File: src/rtl/lstp_pkg.sv
// Package: shared types and constants for the scan-to-points filter.
package lstp_pkg;

    localparam int CORDIC_STEPS = 28;
    localparam logic signed [33:0] CORDIC_X0 = 34'sd652032874;

    localparam logic [2:0] REG_XOFF  = 3'd0;
    localparam logic [2:0] REG_YOFF  = 3'd1;
    localparam logic [2:0] REG_MOUNT = 3'd2;
    localparam logic [2:0] REG_WLO   = 3'd3;
    localparam logic [2:0] REG_WHI   = 3'd4;
    localparam logic [2:0] REG_FLAGS = 3'd5;
    localparam logic [2:0] REG_HLEN  = 3'd6;
    localparam logic [2:0] REG_HWID  = 3'd7;

    localparam int FLAG_SHOW = 0;
    localparam int FLAG_FLIP = 1;
    localparam int FLAG_INV  = 2;

    typedef struct packed {
        logic signed [20:0] xoff;
        logic signed [20:0] yoff;
        logic [23:0]        mount;
        logic signed [24:0] wlo;
        logic signed [24:0] whi;
        logic [2:0]         flags;
        logic [19:0]        hlen;
        logic [19:0]        hwid;
    } cfg_t;

    // work item handed from front to back
    typedef struct packed {
        logic [19:0] range;
        logic [11:0] pos;
        logic [1:0]  quad;
        logic signed [33:0] z;
    } job_t;

    function automatic logic signed [33:0] atan_turn(input logic [4:0] i);
        case (i)
            5'd0:  atan_turn = 34'sd536870912;
            5'd1:  atan_turn = 34'sd316933406;
            5'd2:  atan_turn = 34'sd167458907;
            5'd3:  atan_turn = 34'sd85004756;
            5'd4:  atan_turn = 34'sd42667331;
            5'd5:  atan_turn = 34'sd21354465;
            5'd6:  atan_turn = 34'sd10679838;
            5'd7:  atan_turn = 34'sd5340245;
            5'd8:  atan_turn = 34'sd2670163;
            5'd9:  atan_turn = 34'sd1335087;
            5'd10: atan_turn = 34'sd667544;
            5'd11: atan_turn = 34'sd333772;
            5'd12: atan_turn = 34'sd166886;
            5'd13: atan_turn = 34'sd83443;
            5'd14: atan_turn = 34'sd41722;
            5'd15: atan_turn = 34'sd20861;
            5'd16: atan_turn = 34'sd10430;
            5'd17: atan_turn = 34'sd5215;
            5'd18: atan_turn = 34'sd2608;
            5'd19: atan_turn = 34'sd1304;
            5'd20: atan_turn = 34'sd652;
            5'd21: atan_turn = 34'sd326;
            5'd22: atan_turn = 34'sd163;
            5'd23: atan_turn = 34'sd81;
            5'd24: atan_turn = 34'sd41;
            5'd25: atan_turn = 34'sd20;
            5'd26: atan_turn = 34'sd10;
            5'd27: atan_turn = 34'sd5;
            default: atan_turn = 34'sd0;
        endcase
    endfunction

endpackage

File: src/rtl/lstp_queue.sv
// Two-entry queue between front and back.
module lstp_queue
    import lstp_pkg::*;
(
    input  logic clk,
    input  logic rst_n,
    input  logic wr_valid,
    output logic wr_ready,
    input  job_t wr_data,
    output logic rd_valid,
    input  logic rd_ready,
    output job_t rd_data
);
    job_t mem_reg [2];
    logic wp_reg, rp_reg;
    logic [1:0] cnt_reg;
    logic wr, rd;
    assign wr_ready = cnt_reg != 2'd2;
    assign rd_valid = cnt_reg != 2'd0;
    assign wr = wr_valid && wr_ready;
    assign rd = rd_valid && rd_ready;
    assign rd_data = mem_reg[rp_reg];

    always_ff @(posedge clk or negedge rst_n)
    begin
        if (!rst_n)
        begin
            wp_reg <= 1'b0;
            rp_reg <= 1'b0;
            cnt_reg <= 2'd0;
        end
        else
        begin
            if (wr) wp_reg <= !wp_reg;
            if (rd) rp_reg <= !rp_reg;
            cnt_reg <= cnt_reg + 2'(wr) - 2'(rd);
        end
    end

    always_ff @(posedge clk)
    begin
        if (wr)
            mem_reg[wp_reg] <= wr_data;
    end
endmodule

File: config.mk
export PLATFORM = sky130hd
export DESIGN_NAME = lstp_queue
export DESIGN_NICKNAME = d
export VERILOG_FILES = /design/src/rtl/lstp_pkg.sv /design/src/rtl/lstp_queue.sv
export SDC_FILE = /design/constraint.sdc
export NUM_CORES = 1
export LEC_CHECK = 0
export ABC_AREA = 1
export ABC_CLOCK_PERIOD_IN_PS = 10050
export BUFFER_PORTS_ARGS = -buffer_cell sky130_fd_sc_hd__clkbuf_2
export CORE_ASPECT_RATIO = 1.5
export CORE_UTILIZATION = 25
export DETAILED_ROUTE_END_ITERATION = 8
export PLACE_DENSITY_LB_ADDON = 0.3
export SYNTH_ARGS = -nofsm -noshare
export SYNTH_HDL_FRONTEND = slang
export SYNTH_SLANG_ARGS = --single-unit
File: constraint.sdc
create_clock -name clk -period 10.05 [get_ports clk]
set_clock_uncertainty 0.05 [all_clocks]
set_input_delay 0.5025 -clock clk [delete_from_list [all_inputs] [get_ports clk]]
set_output_delay 0.5025 -clock clk [all_outputs]
set_load 0.01 [all_outputs]
=== Word level (Yosys, flattened, before mapping) ===
Memories as Yosys holds them, arrays and structs flattened.
Index checks and enable logic that the tools add are counted.

* Flip-flop bits (word level): 4
* Bits in latches: 0
* Memory bits (writable): 136
* ROM bits: 0
* Bits of input ports: 72
* Output and inout bits: 70
* Memories: 1

* $add $sub $neg: 2
* $mul: 0
* Divide/modulo/power cells: 0
* Order comparisons: 0
* Equality and inequality tests: 1
* Shift operators: 0
* Multiplexer cells: 2
* Bitwise logic cells: 0
* Reductions and logical operators: 5

{| class="wikitable"
|+ Memories
! memory !! words !! bits a word !! read ports !! clocked after memory_dff !! wr ports !! RTL line !! text
|-
| mem_reg || 2 || 68 || 1 || 0 || 1 || lstp_queue.sv:14 || <nowiki>job_t mem_reg [2];</nowiki>
|}

{| class="wikitable"
|+ Operators with widths
! kind !! number
|-
| adder 2 x 1 -> 2 bit || 1
|-
| logical AND 1 bit || 2
|-
| logical NOT 1 bit || 2
|-
| 2-to-1 mux 1 bit || 2
|-
| != test 2 bit (second input constant) || 1
|-
| nonzero test 2 bit || 1
|-
| subtractor 2 x 1 -> 2 bit || 1
|}

=== Depth between registers and ports, before layout ===
* Depth in word-level cells: 4
* Depth in mapped cells: 12

=== Least setup slack after synthesis ===
No wires, ideal clock.

* Path kind: register to register
* Start: reg cnt_reg[1]
* End: mem mem_reg[1][0] in the netlist's numbering (enable)
* Data arrival time: 3.561 ns
* Data required time: 9.504 ns
* Path slack: 5.943 ns
* Stages on the path, launching flop included: 4
* Path buffers: 0
* Clock period less this slack: 4.107 ns
* Cell sequence: dfrtp_1 nand2_1 nand2_1 nor2_1

* Word-level cells in the longest chain between the ends: 4

{| class="wikitable"
|+ RTL lines
! item !! RTL line !! text
|-
| from (decl) || lstp_queue.sv:16 || <nowiki>logic [1:0] cnt_reg;</nowiki>
|-
| from (signal assigned) || lstp_queue.sv:36 || <nowiki>cnt_reg <= cnt_reg + 2'(wr) - 2'(rd);</nowiki>
|-
| != test 2 bit || lstp_queue.sv:18 || <nowiki>assign wr_ready = cnt_reg != 2'd2;</nowiki>
|-
| named net wr_ready || lstp_queue.sv:8 || <nowiki>output logic wr_ready,</nowiki>
|-
| logical AND 1 bit || lstp_queue.sv:20 || <nowiki>assign wr = wr_valid && wr_ready;</nowiki>
|-
| 2-to-1 mux 1 bit || lstp_queue.sv:42 || <nowiki>if (wr)</nowiki>
|-
| 2-to-1 mux 1 bit (implied by the code) || lstp_queue.sv:43 || <nowiki>mem_reg[wp_reg] <= wr_data;</nowiki>
|-
| to (decl) || lstp_queue.sv:14 ||
|}

The timed path passes the listed nets, and every way through them passes these cells.

=== Worst setup path in the final report ===
* Start: reg cnt_reg[1]
* End: mem mem_reg[1][50] in the netlist's numbering (enable)

* Word-level cells in the longest chain between the ends: 4

{| class="wikitable"
|+ RTL lines
! item !! RTL line
|-
| != test 2 bit || lstp_queue.sv:18
|-
| logical AND 1 bit || lstp_queue.sv:20
|-
| 2-to-1 mux 1 bit || lstp_queue.sv:42
|-
| 2-to-1 mux 1 bit (implied by the code) || lstp_queue.sv:43
|}

No other way between the ends.

==> flow_summary.ini <==
[run_status]
status = completed

[cells_and_area]
largest_reg_flops = 136
layout.nets = 609
layout_commonest_cell = nand2_1
fin_area_um2 = 6750
area_growth_pct = 30.4
final_cell_mix = 213 x nand2_1, 141 x clkbuf_2, 136 x edfxtp_1, 17 x clkbuf_16, 7 x inv_1
num-fill-cells = 2071
drive_above_1_share = 0.319

[cts]
htreeDepth = 4
ctsRootBufferMaster = clkbuf_16
cts_tree = built
clk_pin_slew_ns = 0.06
cts_resized = 0
cts_max_path_buffers = 2
cts_buffers = 17
clock_sinks = 140
clock_latency_ns = 0.40

[critical_path]
cp_max_fo = 47
criticalPathCategory = register to register
reg2regPathDepth = 4
required_ns = 10.03
cpMaxStageDelayCell = buf_4
path_delay_family = simple AND/OR/NAND/NOR gates
cp_slowest_stage_delay_ns = 0.65
crit_chain = nand2_1, nand2_1, nor2_4, buf_4
start_kind = register
reg2reg_to = mem_reg[1][50]
endpoint_kind = register
r2r_slack_ns = 7.54
regToRegStartpoint = cnt_reg[1]
crit_top_cell = nand2_1
cp.buffers_inverters = 1
crit_arrival_ns = 2.49

[timing]
tns_ns = 0
fin_hold_ws_ns = 0.232
finalCritPeriodShare = 0.249
finalSetupViolCount = 0
maxSlewViolCount = 0
fin_ws_ns = 7.54
finalHoldViolCount = 0
fmax_mhz = 399
worstMarginPinSlew_ns = 0.810
relSlewSlack = 0.460
post-route-min-period_ns = 2.51
rsz0062_at_grt = no

[global_routing]
grt_overflow = 0
antenna_found_initial = 3
grt_max_degree = 70
grt_pass1_wl_mm = 17.0
grt_util_all_layers = 0.109
grt_pass1_vias = 3325

[route]
drt.antenna.violating_nets = 0
via_per_inst = 3.96
wl_per_cell_um = 13.3
vias = 3224
firstDrtPassIters = 4
drt_wl_total_mm = 10.8
drtIter0Drc = 162
drc = 0

[logic_synthesis]
syn_nets = 460
synth_top_family_by_area = simple AND/OR/NAND/NOR gates
synth_xor_area_frac = 0.00169
synth_mux_area_frac = 0
synth_adder_area_share = 0.00242
syn_area_um2 = 5180
synth_seq_cells = 140
ys_seq_area_frac = 0.808
synthDistinctLibCells = 14
avgSynthCellArea_um2 = 13.4
ys_warn_count = 0
synth-compound-area-share = 0.00193
synthSimpleGateAreaFrac = 0.160
syn_inst = 387

[power_and_ir_drop]
intPower_w = 0.00138
leakage_nw = 2.89
p_clk_frac = 0.300
power.total_w = 0.00206
p_seq_frac = 0.404
switching_power_w = 0.000681
pwr-share-comb = 0.296
switching_share = 0.331
vdd_drop_max_v = 0.000152
power_density_nw_per_um2 = 305

[placed_design]
gp_congestion = 0.696
io_buffers = 141
dp_slack_ns = 7.44
placed_area_um2 = 6150
dpl.hpwl_mm = 6.84

[die]
io_pins = 142
core_area_um2 = 20300
num_rows = 64
dieArea_um2 = 21300
start_util = 0.255
die_w_um = 120
die_y_um = 178

[min_path]
whs_endpoint = mem_reg[1][0]
holdPathStages = 1
hold_start = wr_data[0]
hp-class = input pin to register

[run]
cap_violations = 0
power groups by stage:
stage	logic, W	clock network (W)	registers, W
global route	0.000690	0.000658	0.000845
detailed placement	0.000628	0	0.000844
floorplan	0.000378	0	0.000847
finish	0.000609	0.000617	0.000831
global placement	0.000620	0	0.000840
CTS	0.000631	0.000634	0.000832
area by class of cell:
class	instances	area, um2	area share
clock inverters	12	146	0.0217
multi-input cells	224	875	0.130
inverters	8	32.5	0.00482
diodes	2	5.00	0.000742
clock buffers	20	437	0.0647
flip-flops and latches	140	4190	0.620
repair buffers	145	738	0.109
well taps	264	330	0.0489
cells by family (layout without fill, tap and decap cells):
group	after synthesis	after routing
and+or+nand+nor	220	220
DFF	140	140
buffers and inverters	23	185
AOI/OAI and AO/OA	2	2
adders and majority gates	1	1
xor gates and xnor gates	1	1
other	0	2
how the worst max path moves through the flow:
stage               start              to  slack, ns  cells after the start
2_1_floorplan  cnt_reg[1]   mem_reg[1][0]       5.94                      3
3_3_place_gp     wr_valid  mem_reg[1][40]       7.56                      4
3_5_place_dp     wr_valid  mem_reg[1][44]       7.44                      4
4_1_cts        cnt_reg[1]  mem_reg[1][50]       7.49                      4
5_1_grt        cnt_reg[0]  mem_reg[1][50]       7.36                      5
6_report       cnt_reg[1]  mem_reg[1][50]       7.54                      4
worst reg2reg max path: stages (launching register included):
cell and delay (ns):
dfrtp_1 0.42, nand2_1 0.16, nand2_1 0.20, nor2_4 0.60
buf_4 0.65
metrics by stage:
| step | std cells | util |
|---|---|---|
| floorplan | 387 | - |
| global placement | 780 | 0.302 |
| detailed placement | 780 | 0.302 |
| CTS | 813 | 0.332 |
| global route | 813 | 0.332 |
| finish | 815 | 0.332 |
synth_stat cells (all sizes together):
cell,n,share of area
nand3,2,0.0019
nor2,5,0.0036
dfrtp,4,0.019
edfxtp,136,0.79
buf,15,0.020
a21oi,1,0.00097
o21ai,1,0.00097
ha,1,0.0024
inv,8,0.0063
xor2,1,0.0017
nand2,213,0.15
timing repair:
action | 4_1_cts | 5_1_grt
hold endpoints to repair | 4 | 0
setup buffers | 0 | 0
hold buffers | 1 | 0
metal layers:
layer  vias up  share of wire  global-route usage
met1      1503           0.39               0.113
met3        17          0.063              0.0473
met2       100           0.52               0.190
met4         2          0.019              0.0469
li1       1602              -                   -
met5         -         0.0011                   0
Note: power is estimated with default switching activity, not from simulation.
