[config.mk]
export PLATFORM = sky130hd
export DESIGN_NAME = lstp_front
export DESIGN_NICKNAME = d
export VERILOG_FILES = /design/src/rtl/lstp_pkg.sv /design/src/rtl/lstp_front.sv
export SDC_FILE = /design/constraint.sdc
export NUM_CORES = 1
export LEC_CHECK = 0
export BUFFER_PORTS_ARGS = -buffer_cell sky130_fd_sc_hd__buf_2
export CAP_MARGIN = 5
export CORE_MARGIN = 2
export CORE_UTILIZATION = 35
export CTS_BUF_LIST = sky130_fd_sc_hd__clkbuf_4
export CTS_CLUSTER_SIZE = 16
export DETAILED_ROUTE_END_ITERATION = 10
export GPL_ROUTABILITY_DRIVEN = 0
export SLEW_MARGIN = 20
export SYNTH_ARGS = -nofsm -noshare
export SYNTH_HDL_FRONTEND = slang
export SYNTH_SLANG_ARGS = --single-unit
[constraint.sdc]
create_clock -name clk -period 9.3 [get_ports clk]
set_clock_uncertainty 0.2 [all_clocks]
set_input_delay 1.86 -clock clk [delete_from_list [all_inputs] [get_ports clk]]
set_output_delay 1.86 -clock clk [all_outputs]
set_load 0.02 [all_outputs]
[src/rtl/lstp_pkg.sv]
// Package: shared types and constants for the scan-to-points filter.
package lstp_pkg;

    localparam int CORDIC_STEPS = 28;
    localparam logic signed [33:0] CORDIC_X0 = 34'sd652032874;

    localparam logic [2:0] REG_XOFF  = 3'd0;
    localparam logic [2:0] REG_YOFF  = 3'd1;
    localparam logic [2:0] REG_MOUNT = 3'd2;
    localparam logic [2:0] REG_WLO   = 3'd3;
    localparam logic [2:0] REG_WHI   = 3'd4;
    localparam logic [2:0] REG_FLAGS = 3'd5;
    localparam logic [2:0] REG_HLEN  = 3'd6;
    localparam logic [2:0] REG_HWID  = 3'd7;

    localparam int FLAG_SHOW = 0;
    localparam int FLAG_FLIP = 1;
    localparam int FLAG_INV  = 2;

    typedef struct packed {
        logic signed [20:0] xoff;
        logic signed [20:0] yoff;
        logic [23:0]        mount;
        logic signed [24:0] wlo;
        logic signed [24:0] whi;
        logic [2:0]         flags;
        logic [19:0]        hlen;
        logic [19:0]        hwid;
    } cfg_t;

    // work item handed from front to back
    typedef struct packed {
        logic [19:0] range;
        logic [11:0] pos;
        logic [1:0]  quad;
        logic signed [33:0] z;
    } job_t;

    function automatic logic signed [33:0] atan_turn(input logic [4:0] i);
        case (i)
            5'd0:  atan_turn = 34'sd536870912;
            5'd1:  atan_turn = 34'sd316933406;
            5'd2:  atan_turn = 34'sd167458907;
            5'd3:  atan_turn = 34'sd85004756;
            5'd4:  atan_turn = 34'sd42667331;
            5'd5:  atan_turn = 34'sd21354465;
            5'd6:  atan_turn = 34'sd10679838;
            5'd7:  atan_turn = 34'sd5340245;
            5'd8:  atan_turn = 34'sd2670163;
            5'd9:  atan_turn = 34'sd1335087;
            5'd10: atan_turn = 34'sd667544;
            5'd11: atan_turn = 34'sd333772;
            5'd12: atan_turn = 34'sd166886;
            5'd13: atan_turn = 34'sd83443;
            5'd14: atan_turn = 34'sd41722;
            5'd15: atan_turn = 34'sd20861;
            5'd16: atan_turn = 34'sd10430;
            5'd17: atan_turn = 34'sd5215;
            5'd18: atan_turn = 34'sd2608;
            5'd19: atan_turn = 34'sd1304;
            5'd20: atan_turn = 34'sd652;
            5'd21: atan_turn = 34'sd326;
            5'd22: atan_turn = 34'sd163;
            5'd23: atan_turn = 34'sd81;
            5'd24: atan_turn = 34'sd41;
            5'd25: atan_turn = 34'sd20;
            5'd26: atan_turn = 34'sd10;
            5'd27: atan_turn = 34'sd5;
            default: atan_turn = 34'sd0;
        endcase
    endfunction

endpackage

[src/rtl/lstp_front.sv]
// Front: angle computation, drop tests and phase reduction, two stages.
module lstp_front
    import lstp_pkg::*;
#(
    parameter int LEN_W = 13
)
(
    input  logic              clk,
    input  logic              rst_n,
    input  cfg_t              cfg,
    input  logic              in_valid,
    output logic              in_ready,
    input  logic [19:0]       range_value,
    input  logic              range_invalid,
    input  logic [11:0]       array_position,
    input  logic [LEN_W-1:0]  scan_length,
    input  logic signed [24:0] bound_a,
    input  logic signed [24:0] bound_b,
    input  logic [19:0]       angle_step,
    input  logic [19:0]       range_floor,
    input  logic [19:0]       range_ceiling,
    input  logic              max_ok,
    output logic              job_valid,
    input  logic              job_ready,
    output job_t              job
);

    logic              s1_v_reg;
    logic [19:0]       s1_r_reg;
    logic [11:0]       s1_pos_reg;
    logic signed [24:0] s1_lo_reg, s1_hi_reg;
    logic [LEN_W-1:0]  s1_beam_reg;
    logic [19:0]       s1_step_reg;
    logic              s1_ok_reg;

    logic              s2_v_reg;
    job_t              s2_job_reg;

    logic advance1, advance2;
    assign advance2 = !s2_v_reg || job_ready;
    assign advance1 = !s1_v_reg || advance2;
    assign in_ready = advance1;

    logic signed [24:0] lo_c, hi_c;
    logic [LEN_W-1:0] pos_ext, beam_c;
    logic ok_c;
    always_comb
    begin
        lo_c = (bound_a < bound_b) ? bound_a : bound_b;
        hi_c = (bound_a < bound_b) ? bound_b : bound_a;
        pos_ext = LEN_W'(array_position);
        beam_c = cfg.flags[FLAG_FLIP] ? (scan_length - LEN_W'(1) - pos_ext) : pos_ext;
        ok_c = cfg.flags[FLAG_SHOW] && max_ok && (pos_ext < scan_length)
            && !range_invalid && (range_value >= range_floor)
            && (range_value <= range_ceiling);
    end

    always_ff @(posedge clk or negedge rst_n)
    begin
        if (!rst_n)
            s1_v_reg <= 1'b0;
        else if (advance1)
            s1_v_reg <= in_valid;
    end

    always_ff @(posedge clk)
    begin
        if (advance1)
        begin
            s1_r_reg    <= range_value;
            s1_pos_reg  <= array_position;
            s1_lo_reg   <= lo_c;
            s1_hi_reg   <= hi_c;
            s1_beam_reg <= beam_c;
            s1_step_reg <= angle_step;
            s1_ok_reg   <= ok_c;
        end
    end

    // stage 2: angle = lo + beam*step, exact
    localparam int PW = LEN_W + 21;
    localparam int AW = PW + 2;
    logic [PW-1:0] prod_c;
    logic signed [AW-1:0] angle_c;
    logic in_win, keep;
    logic [23:0] phase;
    logic [1:0] q;
    logic signed [24:0] res;
    always_comb
    begin
        prod_c = PW'(s1_beam_reg) * PW'(s1_step_reg);
        angle_c = AW'(s1_lo_reg) + AW'(signed'({1'b0, prod_c}));
        in_win = (angle_c >= AW'(cfg.wlo)) && (angle_c <= AW'(cfg.whi));
        keep = s1_ok_reg && (angle_c <= AW'(s1_hi_reg)) && (in_win != cfg.flags[FLAG_INV]);
        phase = angle_c[23:0] + cfg.mount;
        q = 2'(({1'b0, phase} + 25'd2097152) >> 22);
        res = signed'({1'b0, phase}) - signed'(25'({q, 22'd0}));
        if (phase >= 24'hE00000 && q == 2'd0)
            res = signed'({1'b0, phase}) - 25'sh1000000;
    end

    always_ff @(posedge clk or negedge rst_n)
    begin
        if (!rst_n)
            s2_v_reg <= 1'b0;
        else if (advance2)
            s2_v_reg <= s1_v_reg && keep;
    end

    always_ff @(posedge clk)
    begin
        if (advance2)
        begin
            s2_job_reg.range <= s1_r_reg;
            s2_job_reg.pos   <= s1_pos_reg;
            s2_job_reg.quad  <= q;
            s2_job_reg.z     <= 34'(res) <<< 8;
        end
    end

    assign job_valid = s2_v_reg;
    assign job = s2_job_reg;

endmodule

# Word-level counts from Yosys, hierarchy flattened
# Index checks and enable logic that the tools add are counted.
# op_classes
add_sub_neg,7
multipliers,1
order_cmp,8
n_eq_ne,1
muxes,4
n_reduce_logical,16
# ops
op,n
25-bit 2-to-1 mux,3
35-bit by 25-bit less-or-equal comparator with 1-bit output,2
25-bit by 34-bit adder with 35-bit output,1
35-bit by 25-bit greater-or-equal comparator with 1-bit output,1
13-bit by 20-bit multiplier with 33-bit output,1
25-bit < comparator,1
24-bit by 24-bit subtractor with 25-bit output,1
"25-bit subtractor, second input constant",1
"24-bit by 22-bit adder with 24-bit output, second input constant",1
24-bit adder,1
"24-bit greater-or-equal comparator, second input constant",1
20-bit greater-or-equal comparator,1
20-bit less-or-equal comparator,1
12-bit by 13-bit < comparator with 1-bit output,1
"13-bit by 1-bit subtractor with 13-bit output, second input constant",1
13-bit by 12-bit subtractor with 13-bit output,1
12-bit 2-to-1 mux,1
1-bit logical AND,10
1-bit zero test,3
2-bit zero test,1
1-bit logical OR,2
1-bit != test,1
# totals
reg_bits,177
inputBits,320
out_inout_bits,70
wordCells,51

# Longest topological paths before layout
# Gate-level depths: netlist of the first run.
# depth
depth_word,7
ltp_mapped,42
mapped_depth_nobuf,41

# Least setup slack after synthesis of the first run
# OpenSTA, ideal clock, no wires.
# synth_path
path_kind,register to register
from,reg s1_step_reg[5]
to,"reg s2_v_reg, in the netlist job_valid"
setup_ns,0.213
arrival_time_ns,8.518
t_required_ns,8.887
slack_ns,0.369
stages_incl_launch_ff,40
path_buffers,2
period_less_slack_ns,8.931
cell_sequence,edfxtp_1 -> clkbuf_1 -> and2_1 -> fa_1 -> inv_1 -> fa_1 -> inv_1 -> fa_1 -> inv_1 -> fa_1 -> fa_1 -> inv_1 -> ha_1 -> inv_1 -> o31a_1 -> a22oi_1 -> a21o_1 -> a21oi_1 -> [... 4 more ...] -> o211ai_1 -> a21oi_1 -> nand3_1 -> a21o_1 -> a21o_1 -> a21o_1 -> a21oi_1 -> xnor2_1 -> ha_1 -> a21o_1 -> nand3_1 -> a21oi_1 -> o41ai_1 -> a21oi_1 -> or4_1 -> o211ai_1 -> xor2_1 -> o21ai_1
# synth_via
elab_chain_len,7
word_cells_on_any_way,10
classes_between,1 x add/sub; 1 x mul; 3 x order compare; 1 x eq/ne; 4 x reduce/logical
# synth_lines
item,line_no,text
"start, declared",lstp_front.sv:33,logic [19:0] s1_step_reg;
"start signal, assigned",lstp_front.sv:75,s1_step_reg <= angle_step;
13-bit by 20-bit multiplier with 33-bit output *,lstp_front.sv:91,prod_c = PW'(s1_beam_reg) * PW'(s1_step_reg);
25-bit by 34-bit adder with 35-bit output *,lstp_front.sv:92,"angle_c = AW'(s1_lo_reg) + AW'(signed'({1'b0, prod_c}));"
35-bit by 25-bit greater-or-equal comparator with 1-bit output / 35-bit by 25-bit less-or-equal comparator with 1-bit output (equally long branches),lstp_front.sv:93,in_win = (angle_c >= AW'(cfg.wlo)) && (angle_c <= AW'(cfg.whi));
1-bit logical AND,lstp_front.sv:93,
1-bit != test,lstp_front.sv:94,keep = s1_ok_reg && (angle_c <= AW'(s1_hi_reg)) && (in_win != cfg.flags[FLAG_INV]);
1-bit logical AND *,lstp_front.sv:94,
1-bit logical AND *,lstp_front.sv:107,s2_v_reg <= s1_v_reg && keep;
"end signal, assigned",lstp_front.sv:107,
"end, declared",lstp_front.sv:36,logic s2_v_reg;
# Every way passes the cells marked *; elsewhere a longest branch is shown, timed or not.
# A chain may end at the register's enable or synchronous reset.

# Final worst setup path of the first run
# layout_path
from,reg s1_beam_reg[2]
to,"reg s2_v_reg, in the netlist job_valid"
# layout_via
elab_chain_len,7
word_cells_on_any_way,10
classes_between,1 x add/sub; 1 x mul; 3 x order compare; 1 x eq/ne; 4 x reduce/logical
# layout_lines
item,line_no,text
"start, declared",lstp_front.sv:32,logic [LEN_W-1:0] s1_beam_reg;
"start signal, assigned",lstp_front.sv:74,s1_beam_reg <= beam_c;
13-bit by 20-bit multiplier with 33-bit output *,lstp_front.sv:91,
25-bit by 34-bit adder with 35-bit output *,lstp_front.sv:92,
35-bit by 25-bit greater-or-equal comparator with 1-bit output / 35-bit by 25-bit less-or-equal comparator with 1-bit output (equally long branches),lstp_front.sv:93,
1-bit logical AND,lstp_front.sv:93,
1-bit != test,lstp_front.sv:94,
1-bit logical AND *,lstp_front.sv:94,
1-bit logical AND *,lstp_front.sv:107,
# Marked as above.

==> results.ini, run 1 <==
[routing]
wirelength_um=57950
routedWlPerCell_um=16.01
drc=0
wl_met1_um=23790
first_pass_iters=5
met3WireLength_um=2508
vias_per_cell=4.858
ant_nets=0
wl_met2_um=29800
vias=17590
drt_iter0_drc=828
highest_layer=met5

[timing]
maxSlewViolCount=0
post-route-min-period_ns=8.985
rsz0062_at_grt=true
hold_viol=0
setup_viol=0
max-slew-margin-rel_pct=32.76
tightest_slew_ns=1.009
period_share_pct=96.61
setup_ws_ns=0.3148
fmax_ghz=0.1113

[critical_path]
start_kind=register
cp.buffers_inverters=6
r2r_slack_ns=0.31
reg2reg_to=job_valid$_DFFE_PN0P_
critPathRequiredTime_ns=9.78
path_class=reg -> reg
endpoint_kind=register
crit_family=adder cells
cp.depth=41
cpPeakStageDelay_ns=0.54
cp_max_fo=4
arrival_ns=9.47
cp_common_cell=fa_1
r2r-start=s1_beam_reg[2]$_DFFE_PP_
slowest_stage=fa_1
crit_path_start=s1_beam_reg[2]$_DFFE_PP_
timing.critical_path.to=job_valid$_DFFE_PN0P_
rr_worst_depth=41

[clock_network]
tritoncts=yes
clockBufferDepth=2
cts-root-buf=clkbuf_4
h-tree-depth=4
clk_latency_ns=0.77
cts-buffers-inserted=17
clkTransAtPathRegs_ns=0.19
clock_sinks=175
cts_hold_buf=0

[synth]
synth.distinct_cells=78
syn_inst=2299
ys_ff_latch=175
synth-main-ff-cell=edfxtp_1
ys_seq_area_share_pct=23.69
syn_avg_cell_area_um2=9.630
syn_area_um2=22140
async_reset_ff_share_pct=1.143
synth_edf_count=173
synth_warnings=0

[job]
drv_cap=0

[cells_and_area]
largest_register_ffs=57
drive_gt1_share_pct=23.17
num-fill-cells=6179
syn_to_final_growth_pct=20.32
nets=3596

[global_routing]
overflow=0
grt_pass1_wl_um=92380
grt_usage_pct=17.71
first_global_vias=18380
antenna_found_initial=23
grt_start_max_net_pins=76

[floorplanning]
die_y_um=255.5
start_util_pct=35.22
die_x_um=255.5
io_pins=390
num_rows=92
coreArea_um2=62850
die_area_um2=65280

[placed_design]
io_buffers=299
pre_cts_ws_ns=-0.1257
dp_hpwl_um=48390

[hold_path]
hold_class=reg -> reg

[status]
status=complete, no violations

-- layout by cell type (no fill, tap or decap), types with 11 or more instances in the layout --
cell type  synthesis  final
buf_2              4    299
buf_4             14    171
diode_2            0     20
nand2_1          202    202
nand3_1           26     26
nand4_1           41     41
xor2_1            27     26
o21ai_1           12     17
and2_1           128    118
ha_4               0     12
mux2_2            11     11
fa_1             201    199
ha_1             334    317
nor2b_1           20     20
a21oi_1          118    102
o21ai_0           53     44
edfxtp_1         173    173
mux2_1            39     39
xnor2_1           62     58
o21bai_1          20     20
nand2b_1          18     17
o21a_1            19     19
nor3_1            23     20
nor2_1            62     56
inv_1            441    433
clkbuf_4           0     17
a21o_1            70     70
a21oi_2            5     21
-- how the worst min path moves through the flow --
| stage | cells past startpoint | slack, ns | start | to |
|---|---|---|---|---|
| after floorplan | 0 | 0.20 | s1_pos_reg[0]$_DFFE_PP_ | job[36]$_DFFE_PP_ |
| after global placement | 0 | 0.20 | s1_r_reg[17]$_DFFE_PP_ | job[65]$_DFFE_PP_ |
| after detailed placement | 0 | 0.20 | s1_r_reg[6]$_DFFE_PP_ | job[54]$_DFFE_PP_ |
| after CTS | 0 | 0.22 | s1_r_reg[13]$_DFFE_PP_ | job[61]$_DFFE_PP_ |
| after global routing | 0 | 0.24 | s1_r_reg[13]$_DFFE_PP_ | job[61]$_DFFE_PP_ |
| final | 0 | 0.22 | s1_r_reg[13]$_DFFE_PP_ | job[61]$_DFFE_PP_ |
-- per-layer routing --
metal | up-vias | track usage (%)
li1 | 8556 | -
met1 | 8560 | 20.99
met2 | 360 | 31.21
met3 | 107 | 3.268
met4 | 4 | 7.846
met5 | - | 0
-- cells in the mapped netlist (8+ instances only) --
| library cell | number | share of area (%) |
|---|---|---|
| nand2_1 | 202 | 3.4 |
| nand3_1 | 26 | 0.59 |
| fa_1 | 201 | 18 |
| nor2b_1 | 20 | 0.57 |
| edfxtp_1 | 173 | 23 |
| o211ai_1 | 8 | 0.27 |
| mux2_1 | 39 | 2.0 |
| nand4_1 | 41 | 1.2 |
| o21a_1 | 19 | 0.64 |
| a31oi_1 | 8 | 0.23 |
| a211oi_1 | 12 | 0.41 |
| nor3_1 | 23 | 0.52 |
| xnor2_1 | 62 | 2.5 |
| o21bai_1 | 20 | 0.68 |
| clkbuf_1 | 49 | 0.83 |
| ha_1 | 334 | 19 |
| and3_1 | 10 | 0.28 |
| mux2_2 | 11 | 0.56 |
| nor2_1 | 62 | 1.1 |
| xor2_1 | 27 | 1.1 |
| o21ai_1 | 12 | 0.27 |
| nand2b_1 | 18 | 0.51 |
| buf_4 | 14 | 0.47 |
| o21ai_0 | 53 | 1.2 |
| a21oi_1 | 118 | 2.7 |
| and2_1 | 128 | 3.6 |
| inv_1 | 441 | 7.5 |
| a21o_1 | 70 | 2.4 |
-- per-stage QoR --
step	utilization (%)	cells	cell area [um2]	TNS (ns)	hold slack (ns)
3_3_place_gp	40.72	3536	25590	-0.02519	0.2009
6_report	42.38	3620	26640	0	0.2194
5_1_grt	42.38	3619	26630	-0.1832	0.2381
4_1_cts	41.26	3570	25930	0	0.2166
2_1_floorplan	-	2306	22170	0	0.2003
3_5_place_dp	40.72	3536	25590	-0.1257	0.2045
-- final cells by class --
type / instances / area [um2] / area share (%)
Inverter: 441 / 1655 / 6.214
Clock buffer: 17 / 127.6 / 0.4791
Clock inverter: 15 / 138.9 / 0.5214
Multi-Input combinational cell: 1620 / 15360 / 57.68
Tap cell: 846 / 1059 / 3.974
Timing Repair Buffer: 486 / 2998 / 11.25
Antenna cell: 20 / 50.05 / 0.1879
Sequential cell: 175 / 5245 / 19.69
-- cell families (layout without fill, tap and decap cells) --
kind of cell               count (synthesis)  count (layout)  share of synthesized area (%)
AOI/OAI and AO/OA                        380             380                          11.31
xor gates and xnor gates                  91              91                          3.696
adders and majority gates                535             535                          37.05
buffers and inverters                    511             959                          9.026
DFF                                      175             175                          23.69
muxes                                     51              51                          2.588
other                                      1              28                        0.01694
and+or+nand+nor                          555             555                          12.61
-- worst reg2reg max path, delay by kind of cell, from the launching register on --
family,cells,cell delay (ns)
AO/OA/AOI/OAI,14,2.23
XOR/XNOR,3,0.50
adder cells (fa/ha/maj),8,3.35
buffers and inverters,6,0.55
flip-flops,1,0.48
AND/OR/NAND/NOR,10,1.57
-- timing repair --
item	4_1_cts	5_1_grt
resized for setup	13	98
pin swaps	6	103
endpoints found under the setup margin	2	4
setup buffers	2	31
Power of run 1 is not shown: default switching activity piles up to over one toggle a cycle in this logic, so the estimate is an artifact.
==> run 2: changes to the inputs <==
Settings changed: RECOVER_POWER from default to 100.
==> run 2 against run 1 <==
Net effect: the run now ends with max-capacitance violations, max-slew violations left; flip-flop and latch count did not move; critical path depth did not move; fmax is essentially flat; sequential share of layout area hardly changed; register-to-register slack hardly changed; non-clock buffer count unchanged; worst setup slack lost 0.0076 ns; final cell count hardly changed; wire length about the same; via count about the same; count of clock-buffer cells in the layout is the same; critical endpoint unchanged.
==> results.ini, run 2 (synthesis gave the netlist of run 1 again) <==
[clock_network]
h-tree-depth=4  ; unchanged
clockBufferDepth=2  ; unchanged
clock_sinks=175  ; unchanged
clk_latency_ns=0.77  ; about the same
cts-buffers-inserted=17  ; unchanged
tritoncts=yes
cts-root-buf=clkbuf_4
clkTransAtPathRegs_ns=0.19  ; about the same

[timing]
period_share_pct=96.70  ; about the same
hold_viol=0  ; unchanged
finalSetupTns_ns=0  ; unchanged
max-slew-margin-rel_pct=-118.5  ; -150 points
maxSlewViolCount=100  ; +100
fmax_ghz=0.1112  ; about the same
rsz0062_at_grt=true
post-route-min-period_ns=8.993  ; +0.007616 ns
setup_viol=0  ; unchanged
holdWs_ns=0.2167  ; -0.002629 ns
tightest_slew_ns=3.277  ; +2.268 ns

[critical_path]
cp_max_fo=3  ; -1
cpPeakStageDelay_ns=0.53  ; about the same
slowest_stage=fa_1
endpoint_kind=register
critPathRequiredTime_ns=9.78  ; about the same
start_kind=register
path_class=reg -> reg
cp_common_cell=fa_1
arrival_ns=9.47  ; about the same

[routing]
vias_per_cell=4.854  ; about the same
drc=0  ; unchanged
routedWlPerCell_um=15.99  ; about the same
drt_iter0_drc=785  ; -5.2%
wirelength_um=57930  ; about the same
first_pass_iters=5  ; unchanged
vias=17580  ; -0.034%
ant_nets=0  ; unchanged

[placed_design]
io_buffers=299  ; unchanged
dp_hpwl_um=48390  ; unchanged

[floorplanning]
coreArea_um2=62850  ; unchanged
die_x_um=255.5  ; unchanged
num_rows=92  ; unchanged
start_util_pct=35.22  ; unchanged
die_y_um=255.5  ; unchanged
io_pins=390  ; unchanged
die_area_um2=65280  ; unchanged

[status]
violations=max-capacitance violations, max-slew violations
status=finished with violations

[cells_and_area]
largest_register_ffs=57  ; unchanged
final_cell_mix=inv_1, ha_1, buf_2
final_common_cell=inv_1
drive_gt1_share_pct=21.82  ; -1.3 points
nets=3596  ; unchanged
syn_to_final_growth_pct=20.10

[global_routing]
antenna_found_initial=23  ; unchanged
first_global_vias=18380  ; unchanged
grt_usage_pct=17.71  ; unchanged
grt_pass1_wl_um=92380  ; unchanged
grt_start_max_net_pins=76  ; unchanged
overflow=0  ; unchanged

[job]
drv_cap=2  ; +2

[hold_path]
hold_class=reg -> reg

[run 2: worst max-delay path: cells and delay by family, from the launching register on]
kind | cells | cell delay (ns)
adders and majority gates | 8 | 3.29
buffers and inverters | 6 | 0.50
DFF | 1 | 0.48
and+or+nand+nor | 10 | 1.56
AOI/OAI and AO/OA | 14 | 2.35
xor gates and xnor gates | 3 | 0.50
[run 2: cell type report]
class                   instances  area (um2)
clock buffers                  17       127.6
diodes                         22       55.05
multi-input cells            1620       15360
inverters                     441        1655
well taps                     846        1059
clock inverters                15       138.9
fillers                      6201       36260
repair buffers                486        2948
flip-flops and latches        175        5245
[run 2: timing repair]
item / in CTS / in global routing
gates resized for setup: 13 / 98
setup endpoints to repair: 2 / 4
gates cloned: 0 / 0
hold buffers: 0 / 0
pin swaps: 6 / 103
hold endpoints to repair: 0 / 0
buffers inserted: 2 / 31
[run 2: final timing paths]
kind	start	end	slack [ns]	depth (start not counted)
setup / recovery	s1_beam_reg[2]$_DFFE_PP_	job_valid$_DFFE_PN0P_	0.31	41
min in group asynchronous	rst_n	s1_v_reg$_DFFE_PN0P_	0.63	1
max in group asynchronous	rst_n	job_valid$_DFFE_PN0P_	8.15	1
hold reg to reg	s1_r_reg[13]$_DFFE_PP_	job[61]$_DFFE_PP_	0.22	0
hold / removal	s1_r_reg[13]$_DFFE_PP_	job[61]$_DFFE_PP_	0.22	0
setup reg to reg	s1_beam_reg[2]$_DFFE_PP_	job_valid$_DFFE_PN0P_	0.31	41
[run 2: through the flow]
step	util, %	area (um2)	worst slack, ns	cells
2_1_floorplan	-	22170	0.3693	2306
3_3_place_gp	40.72	25590	-0.02519	3536
3_5_place_dp	40.72	25590	-0.1257	3536
4_1_cts	41.26	25930	0.007863	3570
5_1_grt	42.29	26580	-0.1632	3619
6_report	42.31	26590	0.3072	3622
[run 2: per-layer routing]
metal / part of all wire [%] / track usage, % / up-vias / routed length, um
met3: 4.3 / 3.268 / 105 / 2475
met4: 3.1 / 7.846 / 4 / 1809
met2: 51 / 31.21 / 369 / 29770
met1: 41 / 20.99 / 8545 / 23840
li1: - / - / 8558 / -
met5: 0.041 / 0 / - / 24
Power of run 2 is left out for the same reason.
==> run 3: changes to the inputs <==
Settings changed: BUFFER_PORTS_ARGS -buffer_cell sky130_fd_sc_hd__buf_2 to -buffer_cell sky130_fd_sc_hd__buf_4.
==> run 3 against run 2 <==
Net effect: the flow still finishes with violations (max-capacitance violations, max-slew violations); final cell count decreased by 0.72%; count of clock-buffer cells in the layout increased by 1; global-route usage increased by 0.32 points; via count increased by 0.19%; cell area increased by 1.6%; wire length increased by 2.4%.
==> results.ini, run 3 (synthesis gave the netlist of run 1 again) <==
[status]
status=finished with violations
violations=max-capacitance violations, max-slew violations

[critical_path]
cp_common_cell=fa_1
cpPeakStageDelay_ns=0.57  ; +0.04 ns
endpoint_kind=register
r2r-start=s1_beam_reg[2]$_DFFE_PP_
r2r_slack_ns=0.17  ; -0.14 ns
path_class=reg -> reg
timing.critical_path.to=job_valid$_DFFE_PN0P_
crit_path_start=s1_beam_reg[2]$_DFFE_PP_
arrival_ns=9.64  ; +0.17 ns
reg2reg_to=job_valid$_DFFE_PN0P_
critPathRequiredTime_ns=9.81  ; +0.03 ns
slowest_stage=fa_1
rr_worst_depth=41  ; unchanged
cp_max_fo=4  ; +1
start_kind=register

[timing]
fmax_ghz=0.1095  ; -1.5%
max-slew-margin-rel_pct=-195.5  ; -77 points
post-route-min-period_ns=9.128  ; +0.1356 ns
setup_ws_ns=0.1716  ; -0.1356 ns
rsz0062_at_grt=true
tightest_slew_ns=4.433  ; +1.156 ns
maxSlewViolCount=169  ; +69%
setup_viol=0  ; unchanged
period_share_pct=98.15  ; +1.5 points
hold_viol=0  ; unchanged

[floorplanning]
start_util_pct=35.22  ; unchanged
io_pins=390  ; unchanged
num_rows=92  ; unchanged
die_area_um2=65280  ; unchanged
coreArea_um2=62850  ; unchanged
die_x_um=255.5  ; unchanged
die_y_um=255.5  ; unchanged

[clock_network]
clockBufferDepth=2  ; unchanged
clkTransAtPathRegs_ns=0.19  ; about the same
cts-buffers-inserted=17  ; unchanged
clock_sinks=175  ; unchanged
h-tree-depth=4  ; unchanged
cts-root-buf=clkbuf_4
clk_latency_ns=0.79  ; +0.02 ns
tritoncts=yes

[hold_path]
hold_class=reg -> reg

[cells_and_area]
nets=3585  ; -0.31%
drive_gt1_share_pct=20.01  ; -1.8 points
final_cell_mix=inv_1, buf_4, ha_1
final_common_cell=inv_1
largest_register_ffs=57  ; unchanged
syn_to_final_growth_pct=22.02

[global_routing]
grt_pass1_wl_um=93720  ; +1.4%
first_global_vias=18380  ; +0.022%
grt_start_max_net_pins=78  ; +2.6%
overflow=0  ; unchanged
antenna_found_initial=6  ; -74%
grt_usage_pct=18.03  ; +0.32 points

[routing]
drt_iter0_drc=818  ; +4.2%
vias_per_cell=4.898  ; +0.92%
ant_nets=0  ; unchanged
drc=0  ; unchanged
vias=17620  ; +0.19%
first_pass_iters=5  ; unchanged
wirelength_um=59300  ; +2.4%
routedWlPerCell_um=16.49  ; +3.1%

[job]
drv_cap=3  ; +1

[placed_design]
dp_hpwl_um=49520  ; +2.3%
io_buffers=299  ; unchanged
pre_cts_ws_ns=-0.2352  ; -0.1095 ns

[run 3: changes by cell type in the layout (fill, tap and decap cells not counted), moves of 7 or more]
| cell | previous run | this run |
|---|---|---|
| diode_2 | 22 | 7 |
| buf_2 | 265 | 0 |
| buf_4 | 169 | 343 |
| inv_2 | 8 | 15 |
| clkbuf_1 | 36 | 99 |
| inv_1 | 433 | 426 |
| clkbuf_4 | 17 | 40 |
[run 3: timing repair]
item / 4_1_cts / 5_1_grt
resized for setup: 14 / 125
endpoints found under the setup margin: 1 / 4
buffers inserted: 4 / 25
hold buffers: 0 / 0
pin swaps: 11 / 98
[run 3: area by class of cell]
cell class | count | area, um2
inverters | 441 | 1655
fillers | 6226 | 35840
clock buffers | 18 | 135.1
diodes | 7 | 17.52
multi-input cells | 1620 | 15500
flip-flops and latches | 175 | 5245
clock inverters | 14 | 135.1
repair buffers | 475 | 3271
well taps | 846 | 1059
[run 3: worst min path at each step]
stage	from	slack, ns	endpoint	cells past startpoint
6_report	s1_pos_reg[5]$_DFFE_PP_	0.23	job[41]$_DFFE_PP_	0
5_1_grt	s1_pos_reg[5]$_DFFE_PP_	0.25	job[41]$_DFFE_PP_	0
4_1_cts	s1_r_reg[15]$_DFFE_PP_	0.23	job[63]$_DFFE_PP_	0
3_5_place_dp	s1_r_reg[12]$_DFFE_PP_	0.20	job[60]$_DFFE_PP_	0
3_3_place_gp	s1_r_reg[17]$_DFFE_PP_	0.20	job[65]$_DFFE_PP_	0
2_1_floorplan	s1_pos_reg[0]$_DFFE_PP_	0.20	job[36]$_DFFE_PP_	0
[run 3: critical path, delay by kind of cell, from the launching register on]
| kind | cells | cell delay, ns |
|---|---|---|
| AOI/OAI and AO/OA | 14 | 2.38 |
| xor gates and xnor gates | 3 | 0.50 |
| adders and majority gates | 8 | 3.36 |
| buffers and inverters | 6 | 0.54 |
| and+or+nand+nor | 10 | 1.60 |
| DFF | 1 | 0.47 |
[run 3: per-layer routing]
metal / vias up / global-route usage, % / share of wire (%)
met1: 8593 / 21.56 / 41
met4: 0 / 6.953 / 3.3
li1: 8529 / - / -
met2: 391 / 31.96 / 51
met3: 102 / 3.426 / 4.7
met5: - / 0 / 0
[run 3: stage by stage]
stage,cell area [um2],util [%],instances,setup TNS (ns),hold slack [ns]
after floorplan,22170,-,2306,0,0.2003
after global placement,26280,41.81,3528,-0.06909,0.2006
after detailed placement,26280,41.81,3528,-0.2352,0.2045
after CTS,26640,42.39,3564,0,0.2300
after global routing,27010,42.98,3595,-0.2574,0.2455
final,27010,42.98,3596,0,0.2298
Power of run 3 is left out for the same reason.
